$ cat config.mk
export PLATFORM = sky130hd
export DESIGN_NAME = sjf_nonpreemptive_scheduler
export DESIGN_NICKNAME = d
export VERILOG_FILES = /design/src/rtl/core/sjf_pkg.sv /design/src/rtl/core/sjf_ctrl.sv /design/src/rtl/core/sjf_dpath.sv /design/src/rtl/core/sjf_nonpreemptive_scheduler.sv
export SDC_FILE = /design/constraint.sdc
export NUM_CORES = 1
export LEC_CHECK = 0
export ABC_AREA = 1
export BUFFER_PORTS_ARGS = -buffer_cell sky130_fd_sc_hd__buf_4
export CORE_UTILIZATION = 35
export DETAILED_ROUTE_END_ITERATION = 16
export PLACE_DENSITY = 0.49
export SYNTH_ARGS = -nofsm -noshare
export SYNTH_HDL_FRONTEND = slang
export SYNTH_SLANG_ARGS = --single-unit
$ cat constraint.sdc
create_clock -name clock -period 7 [get_ports clock]
set_clock_uncertainty 0.05 [all_clocks]
set_input_delay 1.4 -clock clock [delete_from_list [all_inputs] [get_ports clock]]
set_output_delay 1.4 -clock clock [all_outputs]
set_load 0.01 [all_outputs]
$ cat src/rtl/core/sjf_pkg.sv
// Shared types and constants for the shortest-job-first scheduler.
// Holds the request codes, the stream field widths and the controller/datapath
// command and status structs. Depends on nothing.
package sjf_pkg;

   // Request kinds carried on req_tuser.
   localparam logic REQ_ARRIVE = 1'b0;
   localparam logic REQ_TICK   = 1'b1;

   // Fixed field widths of the stream payloads.
   localparam int unsigned ID_W       = 8;
   localparam int unsigned IN_BURST_W = 16;
   localparam int unsigned OUT_W      = 32;
   localparam int unsigned REQ_DATA_W = 24;
   localparam int unsigned RSP_DATA_W = 112;

   // Commands from the controller to the datapath.
   typedef struct packed {
      logic take;         // latch the request payload
      logic scan_start;   // rewind the table pointer for a minimum search
      logic scan;         // walk the table looking for the shortest burst
      logic shift_start;  // point just past the chosen entry
      logic shift;        // close the gap left by the chosen entry
      logic pick;         // move the chosen entry into the running slot
      logic arrive;       // commit an arrival and load its result
      logic serve;        // advance time, serve the running job, load result
   } sjf_cmd_type;

   // Status from the datapath to the controller.
   typedef struct packed {
      logic cur_valid;    // a job occupies the running slot
      logic empty;        // ready table holds no job
      logic walk_done;    // table walk has issued and retired every read
      logic out_free;     // output register can take a result this cycle
   } sjf_stat_type;

endpackage

$ cat src/rtl/core/sjf_ctrl.sv
// Controller state machine of the shortest-job-first scheduler.
// Sequences arrival, table scan, table compaction and service steps.
// Depends on sjf_pkg for the command and status structs.
module sjf_ctrl
   import sjf_pkg::*;
(
   input  logic         clock,
   input  logic         reset,
   input  logic         req_tvalid,
   input  logic         req_tuser,
   output logic         req_tready,
   input  sjf_stat_type stat,
   output sjf_cmd_type  cmd
);

   localparam logic [2:0] S_IDLE   = 3'd0;
   localparam logic [2:0] S_ARRIVE = 3'd1;
   localparam logic [2:0] S_SCAN   = 3'd2;
   localparam logic [2:0] S_SHIFT  = 3'd3;
   localparam logic [2:0] S_SERVE  = 3'd4;

   logic [2:0] state_ff;
   logic [2:0] state_in;
   logic       take;

   assign req_tready = (state_ff == S_IDLE);
   assign take       = req_tvalid && req_tready;

   // Next state and command decode.
   always_comb begin
      state_in = state_ff;
      cmd      = '0;
      unique case (state_ff)
         S_IDLE: begin
            if (take) begin
               cmd.take = 1'b1;
               if (req_tuser == REQ_ARRIVE) begin
                  state_in = S_ARRIVE;
               end else if (stat.cur_valid || stat.empty) begin
                  state_in = S_SERVE;
               end else begin
                  cmd.scan_start = 1'b1;
                  state_in       = S_SCAN;
               end
            end
         end
         S_ARRIVE: begin
            cmd.arrive = stat.out_free;
            if (stat.out_free) begin
               state_in = S_IDLE;
            end
         end
         S_SCAN: begin
            cmd.scan = 1'b1;
            if (stat.walk_done) begin
               cmd.shift_start = 1'b1;
               state_in        = S_SHIFT;
            end
         end
         S_SHIFT: begin
            cmd.shift = 1'b1;
            if (stat.walk_done) begin
               cmd.pick = 1'b1;
               state_in = S_SERVE;
            end
         end
         S_SERVE: begin
            cmd.serve = stat.out_free;
            if (stat.out_free) begin
               state_in = S_IDLE;
            end
         end
         default: begin
            state_in = S_IDLE;
         end
      endcase
   end

   always_ff @(posedge clock) begin
      if (reset) begin
         state_ff <= S_IDLE;
      end else begin
         state_ff <= state_in;
      end
   end

endmodule

$ cat src/rtl/core/sjf_dpath.sv
// Datapath of the shortest-job-first scheduler: ready table memory, minimum
// search, compaction, running slot, time counter and output register.
// Depends on sjf_pkg for widths and the command and status structs.
module sjf_dpath
   import sjf_pkg::*;
#(
   parameter int unsigned MAX_JOBS   = 16,
   parameter int unsigned BURST_BITS = 16,
   parameter int unsigned TIME_BITS  = 32
) (
   input  logic                  clock,
   input  logic                  reset,
   input  logic [REQ_DATA_W-1:0] req_tdata,
   input  sjf_cmd_type           cmd,
   output sjf_stat_type          stat,
   output logic                  rsp_tvalid,
   input  logic                  rsp_tready,
   output logic [RSP_DATA_W-1:0] rsp_tdata
);

   localparam int unsigned IDX_W   = $clog2(MAX_JOBS);
   localparam int unsigned CNT_W   = $clog2(MAX_JOBS + 1);
   localparam int unsigned ENT_W   = ID_W + BURST_BITS + TIME_BITS;
   localparam int unsigned BURST_LO = ID_W;
   localparam int unsigned STAMP_LO = ID_W + BURST_BITS;

   // Ready table, kept in arrival order.
   logic [ENT_W-1:0] table_mem [MAX_JOBS];

   logic [ID_W-1:0]       job_id_ff;
   logic [BURST_BITS-1:0] burst_ff;
   logic [CNT_W-1:0]      count_ff;
   logic [CNT_W-1:0]      ptr_ff;
   logic                  rd_vld_ff;
   logic [CNT_W-1:0]      rd_idx_ff;
   logic [ENT_W-1:0]      rd_q_ff;
   logic [ENT_W-1:0]      best_ff;
   logic [CNT_W-1:0]      best_idx_ff;
   logic                  cur_valid_ff;
   logic [ID_W-1:0]       cur_job_ff;
   logic [BURST_BITS-1:0] cur_left_ff;
   logic [TIME_BITS-1:0]  tat_base_ff;
   logic [TIME_BITS-1:0]  wt_base_ff;
   logic [TIME_BITS-1:0]  now_ff;
   logic                  rsp_tvalid_ff;
   logic [RSP_DATA_W-1:0] rsp_tdata_ff;

   logic                  issue;
   logic                  arrive_ok;
   logic                  mem_we;
   logic [IDX_W-1:0]      mem_waddr;
   logic [ENT_W-1:0]      mem_wdata;
   logic [BURST_BITS-1:0] q_burst;
   logic [BURST_BITS-1:0] best_burst;
   logic [TIME_BITS-1:0]  best_stamp;
   logic [TIME_BITS-1:0]  now_next;
   logic [BURST_BITS-1:0] left_next;
   logic                  done_now;
   logic [TIME_BITS-1:0]  tat;
   logic [TIME_BITS-1:0]  wt;

   assign q_burst    = rd_q_ff[BURST_LO +: BURST_BITS];
   assign best_burst = best_ff[BURST_LO +: BURST_BITS];
   assign best_stamp = best_ff[STAMP_LO +: TIME_BITS];

   // Status toward the controller.
   assign stat.cur_valid = cur_valid_ff;
   assign stat.empty     = (count_ff == '0);
   assign stat.walk_done = (ptr_ff >= count_ff) && !rd_vld_ff;
   assign stat.out_free  = !rsp_tvalid_ff || rsp_tready;

   // Latch the request payload at the accepting edge.
   always_ff @(posedge clock) begin
      if (cmd.take) begin
         job_id_ff <= req_tdata[ID_W-1:0];
         burst_ff  <= BURST_BITS'(req_tdata[ID_W +: IN_BURST_W]);
      end
   end

   assign arrive_ok = (burst_ff != '0) && (count_ff < CNT_W'(MAX_JOBS));

   // Table walk: one read issued per cycle, read data registered and back in the next cycle.
   assign issue = (cmd.scan || cmd.shift) && (ptr_ff < count_ff);

   always_ff @(posedge clock) begin
      if (reset) begin
         rd_vld_ff <= 1'b0;
      end else begin
         rd_vld_ff <= issue;
      end
   end

   always_ff @(posedge clock) begin
      if (cmd.scan_start) begin
         ptr_ff <= '0;
      end else if (cmd.shift_start) begin
         ptr_ff <= best_idx_ff + CNT_W'(1);
      end else if (issue) begin
         ptr_ff <= ptr_ff + CNT_W'(1);
      end
      rd_idx_ff <= ptr_ff;
   end

   // Table write port: arrivals append, compaction moves an entry down one.
   always_comb begin
      mem_we    = 1'b0;
      mem_waddr = IDX_W'(count_ff);
      mem_wdata = {now_ff, burst_ff, job_id_ff};
      if (cmd.arrive) begin
         mem_we = arrive_ok;
      end else if (cmd.shift && rd_vld_ff) begin
         mem_we    = 1'b1;
         mem_waddr = IDX_W'(rd_idx_ff - CNT_W'(1));
         mem_wdata = rd_q_ff;
      end
   end

   always_ff @(posedge clock) begin
      if (mem_we) begin
         table_mem[mem_waddr] <= mem_wdata;
      end
      rd_q_ff <= table_mem[IDX_W'(ptr_ff)];
   end

   // Minimum search; a strict compare keeps the earliest arrival on ties.
   always_ff @(posedge clock) begin
      if (cmd.scan && rd_vld_ff) begin
         if ((rd_idx_ff == '0) || (q_burst < best_burst)) begin
            best_ff     <= rd_q_ff;
            best_idx_ff <= rd_idx_ff;
         end
      end
   end

   // Ready count.
   always_ff @(posedge clock) begin
      if (reset) begin
         count_ff <= '0;
      end else if (cmd.arrive && arrive_ok) begin
         count_ff <= count_ff + CNT_W'(1);
      end else if (cmd.pick) begin
         count_ff <= count_ff - CNT_W'(1);
      end
   end

   // Service arithmetic; the bases are prepared at pick time so that each
   // figure is a single subtract from the current time.
   assign now_next  = now_ff + TIME_BITS'(1);
   assign left_next = cur_left_ff - BURST_BITS'(1);
   assign done_now  = cur_valid_ff && (left_next == '0);
   assign tat       = done_now ? (now_ff - tat_base_ff) : '0;
   assign wt        = done_now ? (now_ff - wt_base_ff) : '0;

   // Running slot and time counter.
   always_ff @(posedge clock) begin
      if (reset) begin
         cur_valid_ff <= 1'b0;
         now_ff       <= '0;
      end else if (cmd.pick) begin
         cur_valid_ff <= 1'b1;
      end else if (cmd.serve) begin
         now_ff <= now_next;
         if (done_now) begin
            cur_valid_ff <= 1'b0;
         end
      end
   end

   always_ff @(posedge clock) begin
      if (cmd.pick) begin
         cur_job_ff  <= best_ff[ID_W-1:0];
         cur_left_ff <= best_burst;
         tat_base_ff <= best_stamp - TIME_BITS'(1);
         wt_base_ff  <= best_stamp + TIME_BITS'(best_burst) - TIME_BITS'(1);
      end else if (cmd.serve && cur_valid_ff) begin
         cur_left_ff <= left_next;
      end
   end

   // Output register.
   always_ff @(posedge clock) begin
      if (reset) begin
         rsp_tvalid_ff <= 1'b0;
      end else if (cmd.arrive || cmd.serve) begin
         rsp_tvalid_ff <= 1'b1;
      end else if (rsp_tready) begin
         rsp_tvalid_ff <= 1'b0;
      end
   end

   always_ff @(posedge clock) begin
      if (cmd.arrive) begin
         rsp_tdata_ff <= {5'b0, OUT_W'(now_ff), {OUT_W{1'b0}}, {OUT_W{1'b0}},
                          1'b0, {ID_W{1'b0}}, 1'b0, arrive_ok};
      end else if (cmd.serve) begin
         rsp_tdata_ff <= {5'b0, OUT_W'(now_next), OUT_W'(wt), OUT_W'(tat),
                          done_now, cur_valid_ff ? cur_job_ff : {ID_W{1'b0}},
                          cur_valid_ff, 1'b0};
      end
   end

   assign rsp_tvalid = rsp_tvalid_ff;
   assign rsp_tdata  = rsp_tdata_ff;

endmodule

$ cat src/rtl/core/sjf_nonpreemptive_scheduler.sv
// Top level of the non-preemptive shortest-job-first scheduler.
// Joins the controller (sjf_ctrl) and the datapath (sjf_dpath); uses sjf_pkg.
//
// Channel   Direction  Transfers
// req_*     in         one arrival or one tick per transaction
// rsp_*     out        one result per request transaction
//
// An arrival takes an accepting step and a result step, and so does a tick
// while a job is running or the table is empty. A tick that must choose a
// job walks the table twice through the single read port of the ready
// memory: a scan of all N ready jobs and a compaction that moves each entry
// after the chosen slot k down one (k counted from zero; no entry moves when
// the chosen job is the last entry), then the serve step.
// Reset is synchronous and clears the table count, running slot and time.
// A stalled result holds in the output register; one more request is taken
// meanwhile and finishes once that result has been taken.
module sjf_nonpreemptive_scheduler
   import sjf_pkg::*;
#(
   parameter int unsigned MAX_JOBS   = 16,
   parameter int unsigned BURST_BITS = 16,
   parameter int unsigned TIME_BITS  = 32
) (
   input  logic                  clock,
   input  logic                  reset,
   input  logic                  req_tvalid,
   output logic                  req_tready,
   input  logic [REQ_DATA_W-1:0] req_tdata,   // job_id[7:0], burst_len[23:8]
   input  logic                  req_tuser,   // req_type[0]
   output logic                  rsp_tvalid,
   input  logic                  rsp_tready,
   // accepted[0], running_valid[1], running_job[9:2], job_done[10],
   // turnaround[42:11], waiting[74:43], now_time[106:75], zero fill above
   output logic [RSP_DATA_W-1:0] rsp_tdata
);

   sjf_cmd_type  cmd;
   sjf_stat_type stat;

   sjf_ctrl u_ctrl (
      .clock      (clock),
      .reset      (reset),
      .req_tvalid (req_tvalid),
      .req_tuser  (req_tuser),
      .req_tready (req_tready),
      .stat       (stat),
      .cmd        (cmd)
   );

   sjf_dpath #(
      .MAX_JOBS   (MAX_JOBS),
      .BURST_BITS (BURST_BITS),
      .TIME_BITS  (TIME_BITS)
   ) u_dpath (
      .clock      (clock),
      .reset      (reset),
      .req_tdata  (req_tdata),
      .cmd        (cmd),
      .stat       (stat),
      .rsp_tvalid (rsp_tvalid),
      .rsp_tready (rsp_tready),
      .rsp_tdata  (rsp_tdata)
   );

endmodule

==> Implementation_results.wiki <==
{| class="wikitable"
! Metric !! Value
|-
| Run status || finished clean
|-
| Synthesized-area fraction occupied by ao, oa, aoi and oai cells || 9.91%
|-
| Global-route wire length before repair || 243000 um
|-
| Mean instance size in the synthesized netlist || 11.5 um^2
|-
| Number of detailed-routing iterations run before antenna repair || 6
|-
| Post-DRT Antenna Nets || 0
|-
| Total negative setup slack || 0 ns
|-
| Worst Hold Class || reg -> reg
|-
| Number of sinks driven by the clock tree || 1285
|-
| DRC marker count from the first detailed-route iteration || 3049
|-
| Clock edge transition at the registers on the reported setup and hold paths || 0.06 ns
|-
| Clk Latency, worst-skew pair || 0.78 ns
|-
| Combinational family with the most area after synthesis || simple AND/OR/NAND/NOR gates
|-
| Final cycle utilization of the critical path || 60.1%
|-
| Gr usage total || 20.0%
|-
| Total I/O pin count || 143
|-
| Routed wire length || 165000 um
|-
| Number of antenna violations at the first check in global routing || 5
|-
| Via/cell ratio || 5.15
|-
| Gates resized, CTS repair || 0
|-
| CP Class || in -> reg
|-
| Effective utilization at floorplan || 35.5%
|-
| Leakage component of the power || 24.5 nW
|-
| Proportion of layout cells with a drive suffix above 1 || 9.38%
|-
| Worst endpoint required time || 7.40 ns
|-
| Final routed wire length divided by cell count || 22.5 um
|-
| Number of fillers in the final layout || 15200
|-
| Worst slew pin tran || 1.15 ns
|-
| Clock tree buffer depth || 3
|-
| Floorplan core area || 159000 um^2
|-
| Proportion of synthesized area in mux cells || 3.26%
|-
| Fin nets || 5254
|-
| Type of element capturing the critical path || flip-flop
|-
| Number of storage elements in the synthesis netlist || 1285
|-
| Rel. slew slack || 23.5%
|-
| Mapped cell area || 56400 um^2
|-
| Pwr dens || 352 nW/um^2
|-
| Residual overflow from global routing || 0
|-
| Syn. warnings || 0
|-
| Placement Rows || 146
|-
| Setup bufs post-CTS || 0
|-
| # port buffers || 137
|-
| # hold bufs at CTS || 0
|-
| Maximum achievable frequency || 238 MHz
|-
| Number of setup violations in the final report || 0
|-
| Total Power || 22.7 mW
|-
| Inserted Clock Buffers || 144
|-
| Minimum period implied by the final worst setup slack || 4.21 ns
|-
| Number of global-route vias before repair || 36900
|-
| Adder and majority gate portion of the synthesized area || 3.62%
|-
| Synthesized instance count || 4912
|-
| Critical Path Fanout Max || 32
|-
| Clock root buffer || sky130_fd_sc_hd__clkbuf_16
|-
| Distinct cell type count after synthesis || 52
|-
| Final GP Congestion || 0.887
|-
| XOR/XNOR share of the synthesized area || 1.77%
|-
| CP Launch Type || primary input
|-
| Sequential-to-total area share from yosys stat || 65.1%
|-
| RSZ-0062 raised after global routing || no
|-
| Number of failing hold endpoints at the final stage || 0
|-
| VDD IR-drop max || 0.234 mV
|-
| Post-Route Utilization || 40.6%
|-
| Chip width || 403 um
|-
| Vias after detailed routing || 37700
|-
| Die area || 163000 um^2
|-
| TritonCTS clock tree || built
|-
| Estimated wirelength of the detail-placed design || 107000 um
|-
| Area growth syn-to-layout || 14.6%
|-
| Crit path DAT || 4.61 ns
|-
| Pins over their slew limit || 0
|-
| Deepest level of the CTS H-tree || 4
|-
| Synth Area in Simple Gates || 12.2%
|-
| Max-capacitance violation count || 0
|-
| Detailed-route DRC error count || 0
|-
| Vertical extent of the die || 403 um
|-
| Maximum number of pins on one net before global-route repair || 147
|}
## critical path, stage by stage
cell                      delay, ns
sky130_fd_sc_hd__buf_4         0.10
sky130_fd_sc_hd__or2_2         0.16
sky130_fd_sc_hd__inv_1         0.08
sky130_fd_sc_hd__nor2_1        0.42
sky130_fd_sc_hd__nand3_1       0.45
sky130_fd_sc_hd__nand2_1       0.29
sky130_fd_sc_hd__nand3_1       0.35
sky130_fd_sc_hd__nor2_4        0.95
sky130_fd_sc_hd__buf_12        0.35
## synthesized netlist by cell type, drive strengths merged
master      n  area (um^2)
edfxtp   1102        33100
nand2     786         2970
nor2      566         2190
o21ai     442         2210
inv       376         1410
mux2i     184         1840
o221ai    184         1610
dfxtp     183         3660
a21oi     174          871
nand3     168          858
ha        157         1960
clkbuf    140          526
xor2       83          727
buf        74          382
nand4      49          307
nor3       45          241
o211ai     33          248
xnor2      31          272
o32ai      29          254
or2        25          156
o22ai      12         75.1
a21o        9         67.6
nand3b      9         67.6
a22o        8         70.1
nor4        7         43.8
o21a        7         52.6
a31oi       6         37.5
o21bai      6         45.0
a21boi      4         30.0
fa          4         80.1
and2        2         12.5
clkinv      2         7.51
conb        1         3.75
nor3b       1         7.51
o2111ai     1         8.76
o311ai      1         8.76
or3b        1         8.76
## cell type report
class | instances | area (um^2) | area share [%]
multi-input combinational | 3039 | 17500 | 27.1
sequential | 1285 | 36800 | 56.9
antenna | 1 | 2.50 | 0.00387
inverter | 378 | 1430 | 2.21
clock buffer | 205 | 3950 | 6.12
tap | 2146 | 2690 | 4.15
clock inverter | 59 | 534 | 0.827
timing repair buffer | 216 | 1770 | 2.74
## worst paths after layout
path | startpoint | endpoint | slack (ns) | cells past startpoint
max reg2reg | u_ctrl.state_ff[0]$_SDFFE_PP0P_ | u_dpath.table_mem[6][54]$_DFFE_PP_ | 2.83 | 10
min reg2reg | u_dpath.ptr_ff[4]$_SDFFE_PP0P_ | u_dpath.rd_idx_ff[4]$_DFF_P_ | 0.35 | 0
max | rsp_tready | u_dpath.table_mem[6][54]$_DFFE_PP_ | 2.79 | 9
min | u_dpath.ptr_ff[4]$_SDFFE_PP0P_ | u_dpath.rd_idx_ff[4]$_DFF_P_ | 0.35 | 0
## metal layers
metal / share of wire (%) / track usage, %
met1: 46 / 27.6
met2: 47 / 32.7
met3: 4.6 / 2.56
met4: 2.7 / 6.31
met5: 0 / 0
## logic make-up (layout without fill, tap and decap cells)
kind of cell | after synthesis | after routing
AOI/OAI and AO/OA | 916 | 916
xor gates and xnor gates | 114 | 114
adders and majority gates | 161 | 161
buffers and inverters | 592 | 858
DFF | 1285 | 1285
muxes | 184 | 184
other | 1 | 6
and+or+nand+nor | 1659 | 1659
## metrics by stage
step	cells	setup slack, ns	hold slack, ns	cell area (um^2)
floorplan	4916	1.72	0.276	56400
global placement	7064	2.08	0.344	60200
detailed placement	7064	1.94	0.348	60200
CTS	7328	2.76	0.353	64600
global route	7328	2.49	0.367	64600
finish	7329	2.79	0.350	64600
## layout by cell type, fill, tap and decap left out, types with 145 or more instances in the layout
cell type                      n
sky130_fd_sc_hd__nand3_1     166
sky130_fd_sc_hd__nor2_1      535
sky130_fd_sc_hd__clkbuf_16   145
sky130_fd_sc_hd__a21oi_1     173
sky130_fd_sc_hd__edfxtp_1   1102
sky130_fd_sc_hd__buf_4       204
sky130_fd_sc_hd__ha_1        157
sky130_fd_sc_hd__dfxtp_1     179
sky130_fd_sc_hd__nand2_1     781
sky130_fd_sc_hd__o21ai_0     406
sky130_fd_sc_hd__inv_1       367
sky130_fd_sc_hd__o221ai_1    184
sky130_fd_sc_hd__mux2i_1     184
## flip-flops by register name, indices dropped and copies added (netlist names), 16 cells and up
name and cells:
u_dpath.best_ff 56, u_dpath.burst_ff 16, u_dpath.cur_left_ff 16, u_dpath.now_ff 32, u_dpath.rd_q_ff 56, u_dpath.rsp_tdata 107
u_dpath.table_mem 896, u_dpath.tat_base_ff 32, u_dpath.wt_base_ff 32
## power by group
group	switching (mW)	internal [mW]
clock network	3.13	4.08
registers	0.671	9.26
logic	3.93	1.68
total	7.73	15.0
Note: power is estimated with default switching activity, not from simulation.
